===== src/ifp_pkg.sv =====
// Package with constants and types shared by the inertial sensor frame parser.
package ifp_pkg;

   // Frame header pair that opens every frame.
   localparam logic [7:0] HDR_FIRST  = 8'h3A;
   localparam logic [7:0] HDR_SECOND = 8'h0B;

   // Frame position codes. Any value below POS_AFTER_HDR or above POS_LAST means hunting.
   localparam int POS_W = 5;
   localparam logic [POS_W-1:0] POS_HUNT          = 5'd0;
   localparam logic [POS_W-1:0] POS_AFTER_HDR     = 5'd2;
   localparam logic [POS_W-1:0] POS_PAYLOAD_FIRST = 5'd4;
   localparam logic [POS_W-1:0] POS_PAYLOAD_LAST  = 5'd13;
   localparam logic [POS_W-1:0] POS_CHECK         = 5'd14;
   localparam logic [POS_W-1:0] POS_LAST          = 5'd16;

   // Payload store geometry.
   localparam int PAYLOAD_BYTES = 10;
   localparam int PAYLOAD_IDX_W = 4;

   // Result field widths and the packed result word.
   localparam int ANGLE_W    = 17;
   localparam int WORD_W     = 16;
   localparam int RSP_BITS   = ANGLE_W + 4 * WORD_W;
   localparam int RSP_DATA_W = ((RSP_BITS + 7) / 8) * 8;

   // Control from the frame tracker to the datapath for one byte.
   typedef struct packed {
      logic                     store_en;
      logic [PAYLOAD_IDX_W-1:0] store_idx;
      logic                     frame_good;
   } ifp_ctrl_type;

endpackage


===== src/imu_frame_parser_unit.sv =====
// Top level of the inertial sensor frame parser.
//
// The request channel carries one received serial byte per request. The
// block slides over the stream looking for the header 0x3A 0x0B, collects a
// 17-byte frame, checks the 8-bit additive sum of bytes 1 to 13 against
// byte 14, and on a match issues one response as the last frame byte is
// processed. A frame with a bad sum issues nothing. The response carries the
// heading relative to the first good frame's heading, the turn rate and the
// three accelerations, all in raw sensor counts.
// The request of the last frame byte is taken into the input register, and
// its response is registered in the response register before it shows on
// the rsp_ channel. Throughput is one request per cycle while no response
// waits untaken at the receiver; a response register parts the two sides,
// and the per-byte work is one counter step, one 8-bit add and one 17-bit
// subtract.
// Reset clears the valid bits of the input and response registers, the frame
// tracker (back to header search) and the angle reference. When the receiver
// stalls, the pending response holds, one more request waits in the input
// register, and req_tready then drops until the response is taken.
module imu_frame_parser_unit
   import ifp_pkg::*;
(
   input  logic                  clock,
   input  logic                  reset,
   input  logic                  req_tvalid,
   output logic                  req_tready,
   input  logic [7:0]            req_tdata,  // [7:0] rx_byte
   output logic                  rsp_tvalid,
   input  logic                  rsp_tready,
   // [16:0] angle_relative, [32:17] turn_rate, [48:33] accel_x,
   // [64:49] accel_y, [80:65] accel_z, [87:81] zero
   output logic [RSP_DATA_W-1:0] rsp_tdata
);

   logic                  byte_vld_ff, byte_vld_in;
   logic [7:0]            byte_ff;
   logic                  rsp_vld_ff, rsp_vld_in;
   logic [RSP_DATA_W-1:0] rsp_data_ff;
   logic [7:0]            payload_ff [PAYLOAD_BYTES];
   logic [WORD_W-1:0]     ref_ff;
   logic                  ref_taken_ff;
   logic                  advance;
   logic                  byte_fire;
   logic                  req_fire;
   ifp_ctrl_type          ctrl;
   logic [WORD_W-1:0]     word0, word1, word2, word3, word4;
   logic [WORD_W-1:0]     ref_eff;
   logic [ANGLE_W-1:0]    angle_rel;

   // Handshake: the input register moves on whenever the response slot is free.
   assign advance    = !rsp_vld_ff || rsp_tready;
   assign byte_fire  = byte_vld_ff && advance;
   assign req_tready = !byte_vld_ff || advance;
   assign req_fire   = req_tvalid && req_tready;
   assign rsp_tvalid = rsp_vld_ff;
   assign rsp_tdata  = rsp_data_ff;

   // Input register valid.
   always_comb begin
      byte_vld_in = byte_vld_ff;
      if (req_fire) begin
         byte_vld_in = 1'b1;
      end else if (advance) begin
         byte_vld_in = 1'b0;
      end
   end

   // Response register valid.
   always_comb begin
      rsp_vld_in = rsp_vld_ff;
      if (byte_fire) begin
         rsp_vld_in = ctrl.frame_good;
      end else if (rsp_tready) begin
         rsp_vld_in = 1'b0;
      end
   end

   ifp_frame_ctrl u_frame_ctrl (
      .clock     (clock),
      .reset     (reset),
      .byte_fire (byte_fire),
      .byte_data (byte_ff),
      .ctrl      (ctrl)
   );

   // Little-endian words from the payload store.
   assign word0 = {payload_ff[1], payload_ff[0]};
   assign word1 = {payload_ff[3], payload_ff[2]};
   assign word2 = {payload_ff[5], payload_ff[4]};
   assign word3 = {payload_ff[7], payload_ff[6]};
   assign word4 = {payload_ff[9], payload_ff[8]};

   // The first good frame becomes its own reference.
   assign ref_eff   = ref_taken_ff ? ref_ff : word0;
   assign angle_rel = {word0[WORD_W-1], word0} - {ref_eff[WORD_W-1], ref_eff};

   // Control registers.
   always_ff @(posedge clock) begin
      if (reset) begin
         byte_vld_ff  <= 1'b0;
         rsp_vld_ff   <= 1'b0;
         ref_taken_ff <= 1'b0;
         ref_ff       <= '0;
      end else begin
         byte_vld_ff <= byte_vld_in;
         rsp_vld_ff  <= rsp_vld_in;
         if (ctrl.frame_good && !ref_taken_ff) begin
            ref_taken_ff <= 1'b1;
            ref_ff       <= word0;
         end
      end
   end

   // Payload registers: input byte, payload store and response word.
   always_ff @(posedge clock) begin
      if (req_fire) begin
         byte_ff <= req_tdata;
      end
      if (ctrl.store_en) begin
         payload_ff[ctrl.store_idx] <= byte_ff;
      end
      if (ctrl.frame_good) begin
         rsp_data_ff <= {{(RSP_DATA_W - RSP_BITS){1'b0}},
                         word4, word3, word2, word1, angle_rel};
      end
   end

   // A good frame always yields a response in the next cycle.
   assert property (@(posedge clock) disable iff (reset)
      ctrl.frame_good |=> rsp_vld_ff)
      else $error("good frame lost its response");

   // Once taken, the angle reference never changes.
   assert property (@(posedge clock) disable iff (reset)
      ref_taken_ff |=> (ref_taken_ff && $stable(ref_ff)))
      else $error("angle reference changed after capture");

   // The first good frame reports a zero relative angle.
   assert property (@(posedge clock) disable iff (reset)
      (ctrl.frame_good && !ref_taken_ff) |=> (rsp_data_ff[ANGLE_W-1:0] == '0))
      else $error("first frame angle not zero");

endmodule


===== src/ifp_frame_ctrl.sv =====
// Frame tracker: header search, frame position counter and running checksum.
module ifp_frame_ctrl
   import ifp_pkg::*;
(
   input  logic         clock,
   input  logic         reset,
   input  logic         byte_fire,
   input  logic [7:0]   byte_data,
   output ifp_ctrl_type ctrl
);

   logic [POS_W-1:0] pos_ff, pos_in;
   logic [7:0]       prev_ff, prev_in;
   logic [7:0]       sum_ff, sum_in;
   logic             hunting;
   logic [POS_W-1:0] store_off;

   // Positions outside the frame range behave as hunting.
   assign hunting   = (pos_ff < POS_AFTER_HDR) || (pos_ff > POS_LAST);
   assign store_off = pos_ff - POS_PAYLOAD_FIRST;

   // Next state for position, previous byte and checksum.
   always_comb begin
      pos_in  = pos_ff;
      prev_in = prev_ff;
      sum_in  = sum_ff;
      if (byte_fire) begin
         prev_in = byte_data;
         if (hunting) begin
            if (prev_ff == HDR_FIRST && byte_data == HDR_SECOND) begin
               pos_in = POS_AFTER_HDR;
               sum_in = HDR_SECOND;
            end else begin
               pos_in = POS_HUNT;
            end
         end else begin
            if (pos_ff <= POS_PAYLOAD_LAST) begin
               sum_in = sum_ff + byte_data;
            end else if (pos_ff == POS_CHECK) begin
               sum_in = sum_ff - byte_data;
            end
            if (pos_ff == POS_LAST) begin
               pos_in = POS_HUNT;
            end else begin
               pos_in = pos_ff + 5'd1;
            end
         end
      end
   end

   // Control outputs for the payload capture and the result.
   always_comb begin
      ctrl.store_en   = byte_fire && !hunting &&
                        (pos_ff >= POS_PAYLOAD_FIRST) && (pos_ff <= POS_PAYLOAD_LAST);
      ctrl.store_idx  = store_off[PAYLOAD_IDX_W-1:0];
      ctrl.frame_good = byte_fire && (pos_ff == POS_LAST) && (sum_ff == 8'd0);
   end

   // State registers.
   always_ff @(posedge clock) begin
      if (reset) begin
         pos_ff  <= POS_HUNT;
         prev_ff <= 8'd0;
         sum_ff  <= 8'd0;
      end else begin
         pos_ff  <= pos_in;
         prev_ff <= prev_in;
         sum_ff  <= sum_in;
      end
   end

   // A good frame ends on its last byte, never while payload is captured.
   assert property (@(posedge clock) disable iff (reset)
      ctrl.frame_good |-> !ctrl.store_en)
      else $error("frame result and payload capture in the same cycle");

   // The last byte of a frame always returns the tracker to hunting.
   assert property (@(posedge clock) disable iff (reset)
      (byte_fire && pos_ff == POS_LAST) |=> (pos_ff == POS_HUNT))
      else $error("frame did not end after its last byte");

   // Payload indexes stay inside the store.
   assert property (@(posedge clock) disable iff (reset)
      ctrl.store_en |-> (ctrl.store_idx < PAYLOAD_IDX_W'(PAYLOAD_BYTES)))
      else $error("payload index out of range");

endmodule


===== config.mk =====
export PLATFORM = sky130hd
export DESIGN_NAME = imu_frame_parser_unit
export DESIGN_NICKNAME = d
export VERILOG_FILES = /design/src/ifp_pkg.sv /design/src/imu_frame_parser_unit.sv /design/src/ifp_frame_ctrl.sv
export SDC_FILE = /design/constraint.sdc
export NUM_CORES = 1
export LEC_CHECK = 0
export BUFFER_PORTS_ARGS = -buffer_cell sky130_fd_sc_hd__buf_2
export CELL_PAD_IN_SITES_DETAIL_PLACEMENT = 0
export CELL_PAD_IN_SITES_GLOBAL_PLACEMENT = 2
export CORE_ASPECT_RATIO = 0.7
export CORE_MARGIN = 1
export CORE_UTILIZATION = 25
export CTS_BUF_LIST = sky130_fd_sc_hd__clkbuf_8
export DETAILED_ROUTE_END_ITERATION = 10
export GPL_ROUTABILITY_DRIVEN = 1
export HOLD_SLACK_MARGIN = 0.03
export MAX_ROUTING_LAYER = met4
export PLACE_DENSITY_LB_ADDON = 0.1
export SKIP_LAST_GASP = 1
export SLEW_MARGIN = 10
export SYNTH_ARGS = -nofsm -noshare
export SYNTH_HDL_FRONTEND = slang
export SYNTH_SLANG_ARGS = --single-unit

===== constraint.sdc =====
create_clock -name clock -period 18.21 [get_ports clock]
set_clock_uncertainty 0.05 [all_clocks]
set_input_delay 0.9105 -clock clock [delete_from_list [all_inputs] [get_ports clock]]
set_output_delay 0.9105 -clock clock [all_outputs]
set_load 0.05 [all_outputs]

; Word-level counts from Yosys, hierarchy flattened
; Memory sizes are Yosys's and may differ from the RTL's. A register that Yosys moved wholly into a read port is not among the register bits.
; Index checks and enable logic that the tools add are counted.
[op_classes]
bitwise_logic = 0
mux = 14
n_lt_le_gt_ge = 4
shifts = 0
n_reduce_logical = 21
n_div = 0
eq_ne = 5
add_sub_neg = 5
mul = 0
[op_table]
columns = op, count
row1 = two-way mux 8 bit, 4
row2 = subtractor 16 x 16 -> 17 bit, 1
row3 = two-way mux 16 bit, 1
row4 = two-way mux 5 bit, 2
row5 = logical AND 1 bit, 9
row6 = adder 8 bit, 1
row7 = "equality test 8 x 4 -> 1 bit, second input constant", 1
row8 = "equality test 8 x 6 -> 1 bit, second input constant", 1
row9 = zero test 8 bit, 1
row10 = subtractor 8 bit, 1
row11 = two-way mux 1 bit, 6
row12 = "adder 5 x 1 -> 5 bit, second input constant", 1
row13 = "equality test 5 x 4 -> 1 bit, second input constant", 1
row14 = "equality test 5 bit, second input constant", 1
row15 = ">= comparator 5 x 3 -> 1 bit, second input constant", 1
row16 = "greater-than comparator 5 bit, second input constant", 1
row17 = "less-or-equal comparator 5 x 4 -> 1 bit, second input constant", 1
row18 = "< comparator 5 x 2 -> 1 bit, second input constant", 1
row19 = zero test 1 bit, 4
row20 = nonzero test 2 bit, 2
row21 = "subtractor 4 x 3 -> 4 bit, second input constant", 1
row22 = logical OR 1 bit, 3
row23 = AND reduction 3 bit, 1
row24 = nonzero test 3 bit, 1
row25 = other kinds (2), 2
[word_totals]
out_inout_bits = 90
regBits = 129
mem_bits_ro = 0
n_memories = 1
mem_bits_rw = 80
latch_bits = 0
inputBits = 12
[memory_table]
columns = memory, words, word_bits, read_ports, rd_ports_with_merged_regs, wr, line_no
row1 = payload_ff, 10, 8, 10, 8, 1, imu_frame_parser_unit.sv:39  ; logic [7:0] payload_ff [PAYLOAD_BYTES];

; Longest topological paths before layout
; Gate-level depths: netlist (run 1).
[depth]
ltp_word = 8
depth_mapped = 14

; By module
; A second synthesis (run 1) with hierarchy kept.
[unflattened]
cells_unflattened = 582
area_unflattened_um2 = 8353.0
[by_module_without_submodules]
columns = mod, n_inst, area_per_inst_um2, cells_per_inst
row1 = imu_frame_parser_unit, 1, 6829.0, 402
row2 = ifp_frame_ctrl, 1, 1524.0, 180

; Worst setup path after synthesis (run 1)
; OpenSTA, ideal clock, no wires.
[synth_path]
path_kind = input to register
start = in rsp_tready
end = reg rsp_data_ff[0] (netlist: rsp_tdata[0]) (enable)
path_buffers = 0
arrival_time_ns = 6.788
setup_slack_ns = 10.748
cell_stages = 3
cell_sequence = or2b_2 nand2_2 nor3_1
[synth_rtl]
columns = element, line_no
row1 = "start, declared", imu_frame_parser_unit.sv:29  ; input logic rsp_tready,
row2 = "end signal, assigned", imu_frame_parser_unit.sv:123  ; rsp_data_ff <= {{(RSP_DATA_W - RSP_BITS){1'b0}},
row3 = "end, declared", imu_frame_parser_unit.sv:38  ; logic [RSP_DATA_W-1:0] rsp_data_ff;

; Worst setup path in the final report (run 1)
[layout_path]
start = reg u_frame_ctrl.pos_ff[1]
end = reg u_frame_ctrl.sum_ff[7]
[layout_between]
elab_chain_len = 4
elab_cells_between_ends = 10
classes_between = order compare: 3 / eq/ne: 2 / mux: 2 / reduce/logical: 3
[layout_rtl]
columns = element, line_no
row1 = "start, declared", ifp_frame_ctrl.sv:12  ; logic [POS_W-1:0] pos_ff, pos_in;
row2 = "start signal, assigned", ifp_frame_ctrl.sv:66  ; pos_ff <= pos_in;
row3 = < comparator 5 x 2 -> 1 bit or greater-than comparator 5 bit (tied branches), ifp_frame_ctrl.sv:19  ; assign hunting = (pos_ff < POS_AFTER_HDR) || (pos_ff > POS_LAST);
row4 = logical OR 1 bit, ifp_frame_ctrl.sv:19
row5 = inequality test 2 bit (no source line) or nonzero test 3 bit (tied branches), -
row6 = AND reduction 3 bit (no source line), -
row7 = "end signal, assigned", ifp_frame_ctrl.sv:68  ; sum_ff <= sum_in;
row8 = "end, declared", ifp_frame_ctrl.sv:14  ; logic [7:0] sum_ff, sum_in;
; Several ways; a longest one is shown, not always the timed one.
; A chain may end at the register's enable or synchronous reset.

==> results of run 1 <==
-- area by class of cell --
cell class                      instances  area share
Tap cell                              427      0.0533
Sequential cell                       209       0.586
Inverter                               21     0.00786
Multi-Input combinational cell        321       0.220
Clock inverter                         26      0.0210
Clock buffer                           40      0.0549
Timing Repair Buffer                  107      0.0567
-- worst reg2reg max path, cell delays in order, from the launching register on --
cell	delay, ns
dfxtp_1	0.48
inv_1	0.10
ha_1	0.21
o21bai_1	0.18
nor2_1	0.36
nor2_1	0.14
nor2_1	0.14
xor2_1	0.19
ha_1	0.30
nand2_1	0.09
o211ai_1	0.09
or3_1	0.32
a31oi_1	0.21
or4_1	0.14
nand3_1	0.06
-- cell usage in the layout (no fill, tap or decap), types with 4 or more instances in the layout --
cell        n
clkinv_2    6
nor3_1     12
nor2_1     43
buf_2      94
conb_1      7
edfxtp_1  169
ha_1       29
xor2_1     12
a21o_1      6
o21ai_0    18
nand3_1     9
mux2i_1    31
nand2_1    38
and3_1      4
nor2b_1     5
a21oi_1    34
dfxtp_1    40
a31oi_1     5
clkbuf_8   40
clkinv_1    5
buf_4      13
inv_1      28
and2_1      6
xnor2_1    12
nand4b_1    4
-- power groups by stage --
stage / logic (W) / registers (W) / clock network, W
global route: 0.0000277 / 0.000519 / 0.000490
global placement: 0.0000262 / 0.000529 / 0
detailed placement: 0.0000258 / 0.000529 / 0
floorplan: 0.0000125 / 0.000530 / 0
finish: 0.0000254 / 0.000519 / 0.000451
CTS: 0.0000261 / 0.000519 / 0.000470
-- per-layer routing --
metal  vias up  part of all wire  GRT usage
met2       127              0.41      0.168
met3        36             0.059     0.0293
met5         -                 0          -
met1      2411              0.51      0.174
li1       2355                 -          -
met4         0             0.021     0.0427
-- path summary, 6_finish.rpt --
check                                            start                     end  slack, ns  depth (start not counted)
worst max-delay path            u_frame_ctrl.pos_ff[1]  u_frame_ctrl.sum_ff[7]      14.99                         14
worst max register to register  u_frame_ctrl.pos_ff[1]  u_frame_ctrl.sum_ff[7]      14.99                         14
worst min-delay path                  payload_ff[3][1]           rsp_tdata[26]       0.36                          0
worst min register to register        payload_ff[3][1]           rsp_tdata[26]       0.36                          0
-- per-stage QoR --
| step | instances | total power [W] | setup slack, ns | hold WS [ns] | util |
|---|---|---|---|---|---|
| detailed placement | 1085 | 0.000555 | 14.96 | 0.355 | 0.285 |
| global route | 1151 | 0.00104 | 14.68 | 0.372 | 0.309 |
| floorplan | 569 | 0.000543 | 10.75 | 0.350 | - |
| global placement | 1085 | 0.000555 | 14.99 | 0.353 | 0.285 |
| finish | 1151 | 0.000995 | 14.99 | 0.364 | 0.309 |
| CTS | 1151 | 0.00101 | 14.99 | 0.367 | 0.309 |
-- registers in the layout, indices dropped and copies added (netlist names) --
signal / cells
u_frame_ctrl.sum_ff: 8
u_frame_ctrl.pos_ff: 5
ref_taken_ff: 1
rsp_tdata: 81
payload_ff: 80
rsp_tvalid: 1
byte_vld_ff: 1
u_frame_ctrl.prev_ff: 8
byte_ff: 8
ref_ff: 16
-- cells by family after synthesis --
kind of cell    Yosys count
mux                      31
xor+xnor                 24
fa+ha+maj                31
simple gates            147
buf+inv                  39
flops                   209
other cells               1
compound gates           81
==> impl_metrics.tcl, run 1 <==
set metrics [dict create \
    clkPwrFrac 0.453 \
    synth_top_family_by_area "simple AND/OR/NAND/NOR gates" \
    cts.path.max_buffers 3 \
    routabilityCongestion 0.768 \
    dpl.hpwl_microns 13000 \
    drc_errors 0 \
    hold_buffers 0 \
    synth_compound_area_frac 0.0590 \
    end_kind "register" \
    syn_area_per_cell_sq_um 14.6 \
    hp-class "reg2reg" \
    numCtsBuffers 36 \
    synthMuxAreaShare 0.0376 \
    cp_slowest_cell "dfxtp_1" \
    rows 55 \
    synth_cell_types 54 \
    ys_ff_latch 209 \
    status "finished clean" \
    antennaDiodeCount 0 \
    fmax_mhz 311 \
    drt-initial-drc-count 344 \
    maxSlewViolCount 0 \
    synthCells 563 \
    nets 739 \
    initial_core_util 0.254 \
    clk_latency_ns 0.55 \
    setup_tns_ns 0 \
    fin_crit_sh 0.177 \
    vias 4929 \
    finalCriticalPeriod_ns 3.22 \
    intPower_w 0.000772 \
    critPathKind "reg2reg" \
    cts_root_buf "clkbuf_8" \
    multi_input_area_sq_um 2210 \
    relSlewSlack 0.229 \
    synth_area_leaders "edfxtp_1 (62%), dfxtp_1 (9.7%), ha_1 (4.4%), mux2i_1 (3.8%), a21oi_1 (2.1%)" \
    routed_wl_microns 19700 \
    track_usage 0.122 \
    rsz0062_at_grt "no" \
    synthXorXnorAreaFrac 0.0255 \
    critPathLaunchType "register" \
    p_comb_frac 0.026 \
    die_w_microns 219 \
    yosysMostFrequentCell "edfxtp_1" \
    cap_viol_max_count 0 \
    crit_fanout 7 \
    vias_per_cell 4.28 \
    p_leak_nw 3.60 \
    grt_max_degree 59 \
    power_density_nw_per_um2 99.2 \
    critPathTopFamily "simple AND/OR/NAND/NOR gates" \
    critical_path.max_stage_delay_ns 0.48 \
    cpMostUsedCell "nor2_1" \
    fillers 3258 \
    max_slew.worst_pin.slew_ns 1.15 \
    synth_top_cell_by_area "edfxtp_1" \
    grt_antenna_before_repair 0 \
    numPortBuffers 94 \
    avgRoutedWirePerCell_microns 17.1 \
    synth_warnings 0 \
    synth_area_sq_um 8250 \
    yosysSeqAreaShare 0.712 \
    post_cts_buffers 0 \
    cts_tree "yes" \
    cts_resized 0 \
    regArea_sq_um 5880 \
    crit_required_ns 18.58 \
    core-area_sq_um 32400 \
    ir_drop_v 0.0000396 \
    syn2layout_area_growth_pct 21.6 \
    cp_data_arrival_time_ns 3.58 \
    grt_first_pass_wirelength_microns 29800 \
    final_layout_size_suffix_gt1_frac 0.233 \
    fp.dieH_microns 154 \
    finalSetupViolations 0 \
    seq_power_share 0.521 \
    swShare 0.225 \
    grt_overflow 0 \
    synthAdderAreaFrac 0.0488 \
    clock_sinks 209 \
    dieArea_sq_um 33700 \
    hold_viol 0 \
    ant_nets 0 \
    final_area_sq_um 10000 \
    drt_pass1_iterations 7 \
    synth.top_cell.area_share 0.615 \
    htree_levels 2 \
    synth_enable_flop_cells 169 \
    postPlaceCellArea_sq_um 9250 \
    crit_chain "inv_1, ha_1, o21bai_1, nor2_1, nor2_1, nor2_1, xor2_1, ha_1, nand2_1, o211ai_1, or3_1, a31oi_1, or4_1, nand3_1" \
    first_global_vias 4811 \
    async_flop_share 0 \
    netlist_top_cells_count "edfxtp_1 (169), nor2_1 (43), dfxtp_1 (40), nand2_1 (38), a21oi_1 (34)" \
    switching_power_w 0.000223 \
    ioPinCount 102 \
    yosys.area_share.simple 0.0915 \
    ys.flop_type "edfxtp_1" \
    clkTransAtPathRegs_ns 0.07 \
    crit_buf_inv 1 \
]
No activity file was read; power rests on OpenSTA's default activity.
==> run 2, diff against run 1 <==
- clock period: 18.21 -> 3.2 ns (I/O delays scaled with it)
==> run 2 against run 1 <==
Against the previous run:
- final area up 2.8%
- via count up 1.7%
- sequential power rose to 5.7 times the previous value
- register-to-register slack worse by 15 ns
- worst setup slack worse by 15 ns
- critical endpoint unchanged
- largest cell class unchanged
==> impl_metrics.tcl, run 2 (synthesis results as in run 1) <==
set metrics [dict create \
    status "finished clean" \
    finalSetupViolations 0 \
    pre_cts_slack_ns 0.290 \
    drt_pass1_iterations 4 \
    ioPinCount 102 \
    dpl.hpwl_microns 13900 \
    final_common_cell "edfxtp_1" \
    clkPwrFrac 0.453 \
    first_global_vias 5076 \
    critPathLaunchType "register" \
    p_comb_frac 0.027 \
    intPower_w 0.00445 \
    multi_input_area_sq_um 2210 \
    cts_resized 0 \
    largest_reg_flops 81 \
    rsz0062_at_grt "no" \
    drt-initial-drc-count 338 \
    power_density_nw_per_um2 553 \
    htree_levels 2 \
    setup_tns_ns 0 \
    end_kind "register" \
    hold_viol 0 \
    routabilityCongestion 0.782 \
    p_leak_nw 3.75 \
    core-area_sq_um 32400 \
    grt_max_degree 36 \
    vias 5014 \
    regArea_sq_um 5880 \
    final_cell_mix "edfxtp_1 (169), buf_2 (94), nor2_1 (43)" \
    fin_ws_ns 0.316 \
    cts.path.max_buffers 3 \
    cap_viol_max_count 0 \
    fin_crit_sh 0.901 \
    routed_wl_microns 20100 \
    fp.dieH_microns 154 \
    ant_nets 0 \
    seq_power_share 0.520 \
    cts_tree "yes" \
    fin_total_pwr_w 0.00570 \
    fillers 3233 \
    die_w_microns 219 \
    antennaDiodeCount 0 \
    cts_root_buf "clkbuf_8" \
    crit_fanout 8 \
    max_slew.worst_pin.slew_ns 0.722 \
    dieArea_sq_um 33700 \
    cp_data_arrival_time_ns 3.26 \
    fmax_mhz 347 \
    numCtsBuffers 37 \
    syn2layout_area_growth_pct 25.0 \
    switching_power_w 0.00125 \
    clk_latency_ns 0.54 \
    swShare 0.219 \
    clkTransAtPathRegs_ns 0.06 \
    numPortBuffers 94 \
    vias_per_cell 4.23 \
    crit_required_ns 3.58 \
    grt_overflow 0 \
    initial_core_util 0.254 \
    relSlewSlack 0.517 \
    grt_antenna_before_repair 1 \
    clock_sinks 209 \
    drc_errors 0 \
    hp-class "in2reg" \
    maxSlewViolCount 0 \
    finalCriticalPeriod_ns 2.88 \
    rows 55 \
    critPathKind "reg2reg" \
    nets 773 \
    avgRoutedWirePerCell_microns 16.9 \
    final_layout_size_suffix_gt1_frac 0.245 \
    grt_first_pass_wirelength_microns 30900 \
    ir_drop_v 0.000204 \
    track_usage 0.125 \
]
[run 2: what timing repair did]
item / in CTS / in global routing
hold buffers: 12 / 0
setup buffers: 0 / 0
hold endpoints to repair: 22 / 0
[run 2: worst max-delay path: stages (launching register included)]
cell and delay [ns]:
dfxtp_1 0.38, ha_1 0.25, o21bai_1 0.18, o21bai_1 0.31, nand2_1 0.08, o21ai_0 0.17
ha_1 0.31, a21oi_1 0.18, o211ai_1 0.14, or3_1 0.33, a31oi_1 0.22, or4_1 0.14
nand3_1 0.06
[run 2: power groups by stage]
stage          combinational, W  clock, W  sequential, W
2_1_floorplan         0.0000717         0        0.00302
6_report               0.000154   0.00258        0.00296
4_1_cts                0.000159   0.00269        0.00296
5_1_grt                0.000168   0.00280        0.00296
3_3_place_gp           0.000145         0        0.00302
3_5_place_dp           0.000145         0        0.00302
[run 2: path summary, 6_finish.rpt]
| check | from | endpoint | slack (ns) | cells after the start |
|---|---|---|---|---|
| worst min-delay path | req_tdata[5] | byte_ff[5] | 0.30 | 2 |
| worst max-delay path | u_frame_ctrl.pos_ff[0] | u_frame_ctrl.sum_ff[7] | 0.32 | 12 |
| worst max register to register | u_frame_ctrl.pos_ff[0] | u_frame_ctrl.sum_ff[7] | 0.32 | 12 |
| worst min register to register | payload_ff[7][7] | rsp_tdata[64] | 0.36 | 0 |
[run 2: routing by layer]
metal / track usage / vias up / part of all wire
li1: - / 2426 / -
met1: 0.176 / 2432 / 0.50
met2: 0.174 / 125 / 0.42
met3: 0.0309 / 31 / 0.055
met4: 0.0423 / 0 / 0.020
met5: - / - / 0
[run 2: layout make-up]
type / count / area share
flip-flops and latches: 209 / 0.570
well taps: 427 / 0.0518
inverters: 21 / 0.00765
repair buffers: 140 / 0.0821
clock inverters: 28 / 0.0223
multi-input cells: 321 / 0.214
clock buffers: 39 / 0.0521
[run 2: through the flow]
step	utilization	hold slack [ns]	std cells	cell area, sq um
finish	0.318	0.302	1185	10300
global route	0.318	0.276	1185	10300
CTS	0.318	0.260	1185	10300
detailed placement	0.291	0.298	1106	9420
global placement	0.291	0.295	1106	9420
floorplan	-	0.209	569	8290
==> run 3, diff against run 2 <==
--- a/config.mk
+++ b/config.mk
@@ -10,3 +10,2 @@
 export CELL_PAD_IN_SITES_GLOBAL_PLACEMENT = 2
-export CORE_ASPECT_RATIO = 0.7
 export CORE_MARGIN = 1
==> constraint.sdc (replaced) <==
create_clock -name clock -period 3.2 [get_ports clock]
set_clock_uncertainty 0.05 [all_clocks]
set_input_delay 0.32 -clock clock [delete_from_list [all_inputs] [get_ports clock]]
set_output_delay 0.32 -clock clock [all_outputs]
set_load 0.05 [all_outputs]
==> run 3 against run 2 <==
Against the previous run:
- via count is 1.9% lower
- final area decreased by 1.4%
- sequential power is essentially flat
- power fell by 4.5%
- routed wire length fell by 5.2%
- highest routed layer unchanged
==> impl_metrics.tcl, run 3 (synthesis results as in run 1) <==
set metrics [dict create \
    status "finished clean" \
    ioPinCount 102 \
    multi_input_area_sq_um 2220 \
    maxSlewViolCount 0 \
    post-place-cells 1111 \
    routabilityCongestion 0.732 \
    clkTransAtPathRegs_ns 0.06 \
    crit_required_ns 3.61 \
    final_layout_size_suffix_gt1_frac 0.242 \
    critPathLaunchType "register" \
    r2r-end "u_frame_ctrl.sum_ff[7]" \
    power_density_nw_per_um2 535 \
    finalSetupViolations 0 \
    fillers 3293 \
    fmax_mhz 348 \
    first_global_vias 4958 \
    track_usage 0.117 \
    finalCriticalPeriod_ns 2.87 \
    drt_pass1_iterations 4 \
    grt_first_pass_wirelength_microns 28800 \
    ir_drop_v 0.000212 \
    drt-initial-drc-count 279 \
    fin_total_pwr_w 0.00544 \
    r2r_cells 13 \
    max_slew.worst_pin.slew_ns 0.888 \
    hp-class "in2reg" \
    p_leak_nw 3.68 \
    fp.dieH_microns 184 \
    clk_latency_ns 0.54 \
    ant_nets 0 \
    die_w_microns 184 \
    end_kind "register" \
    fin_crit_sh 0.898 \
    numCtsBuffers 37 \
    grt_overflow 0 \
    hold_viol 0 \
    crit_fanout 8 \
    fin_ws_ns 0.326 \
    grt_antenna_before_repair 0 \
    htree_levels 2 \
    cts_root_buf "clkbuf_8" \
    nets 760 \
    regArea_sq_um 5880 \
    cap_viol_max_count 0 \
    initial_core_util 0.253 \
    syn2layout_area_growth_pct 23.2 \
    drc_errors 0 \
    cp-startpoint "u_frame_ctrl.pos_ff[0]" \
    dieArea_sq_um 33700 \
    cts.path.max_buffers 3 \
    regToRegSetupSlack_ns 0.33 \
    setup_tns_ns 0 \
    rows 66 \
    routed_wl_microns 19000 \
    dpl.hpwl_microns 12800 \
    grt_max_degree 84 \
    final_cell_mix "edfxtp_1 (169), buf_2 (94), nor2_1 (42)" \
    pre_cts_slack_ns 0.166 \
    r2r-start "u_frame_ctrl.pos_ff[0]" \
    relSlewSlack 0.408 \
    post_cts_buffers 0 \
    clock_sinks 209 \
    core-area_sq_um 32500 \
    cts_tree "yes" \
    critPathKind "reg2reg" \
    vias 4917 \
    crit_end "u_frame_ctrl.sum_ff[7]" \
    vias_per_cell 4.16 \
    numPortBuffers 94 \
    avgRoutedWirePerCell_microns 16.1 \
    cp_data_arrival_time_ns 3.29 \
    largest_reg_flops 81 \
    final_common_cell "edfxtp_1" \
    fin_cells 1183 \
    antennaDiodeCount 0 \
]
==> run 3: changes by cell type in the layout (fill, tap and decap cells not counted), sizes merged <==
cell,delta
buf,-10
bufinv,-3
clkinv,-2
clkinvlp,-2
dlygate4sd3,-3
inv,+3
==> run 3: how the worst min path moves through the flow <==
stage / from / to / slack [ns] / cells past startpoint
6_report: rsp_tready / rsp_tvalid / 0.08 / 4
5_1_grt: rsp_tready / rsp_tvalid / 0.06 / 4
4_1_cts: rsp_tready / rsp_tvalid / 0.06 / 4
3_5_place_dp: payload_ff[5][0] / rsp_tdata[41] / 0.35 / 0
3_3_place_gp: payload_ff[4][5] / rsp_tdata[38] / 0.35 / 0
2_1_floorplan: payload_ff[2][0] / rsp_tdata[17] / 0.35 / 0
==> run 3: layout make-up <==
type | count | area share
Sequential cell | 209 | 0.578
Multi-Input combinational cell | 321 | 0.218
Timing Repair Buffer | 127 | 0.0741
Tap cell | 442 | 0.0544
Clock buffer | 39 | 0.0528
Clock inverter | 24 | 0.0145
Inverter | 21 | 0.00775
==> run 3: repair_timing <==
item                                    4_1_cts  5_1_grt
hold buffers                                  9        0
resized for setup                             0        4
endpoints found under the hold margin         9        0
endpoints found under the setup margin        0        4
==> run 3: routing by layer <==
layer	vias to the layer above	track usage	wire length (microns)
met5	-	-	0
met4	0	0.0437	524
met3	40	0.0287	1010
met2	121	0.181	8880
met1	2369	0.148	8610
li1	2387	-	-
==> run 3: power by group <==
part | switching, W | leakage, nW | internal [W]
combinational | 0.000101 | 1.43 | 0.0000419
sequential | 0.0000234 | 1.85 | 0.00294
clock | 0.00111 | 0.400 | 0.00122
total | 0.00124 | 3.68 | 0.00420
==> run 3: worst max-delay path, cell delays in order, from the launching register on <==
cell,delay [ns]
dfxtp_1,0.46
ha_1,0.23
o21bai_1,0.16
nor2_1,0.11
nor2_2,0.19
nor2_1,0.08
xor2_1,0.16
ha_1,0.38
nand2_1,0.07
o211ai_1,0.21
or3_1,0.14
a31oi_1,0.09
or4_1,0.40
nand3_1,0.07
==> run 3: per-stage QoR <==
step / util / instance area (sq um) / hold WS (ns)
CTS: 0.312 / 10200 / 0.0583
finish: 0.312 / 10200 / 0.0766
floorplan: - / 8290 / 0.350
global route: 0.312 / 10200 / 0.0649
detailed placement: 0.288 / 9380 / 0.355
global placement: 0.288 / 9380 / 0.351
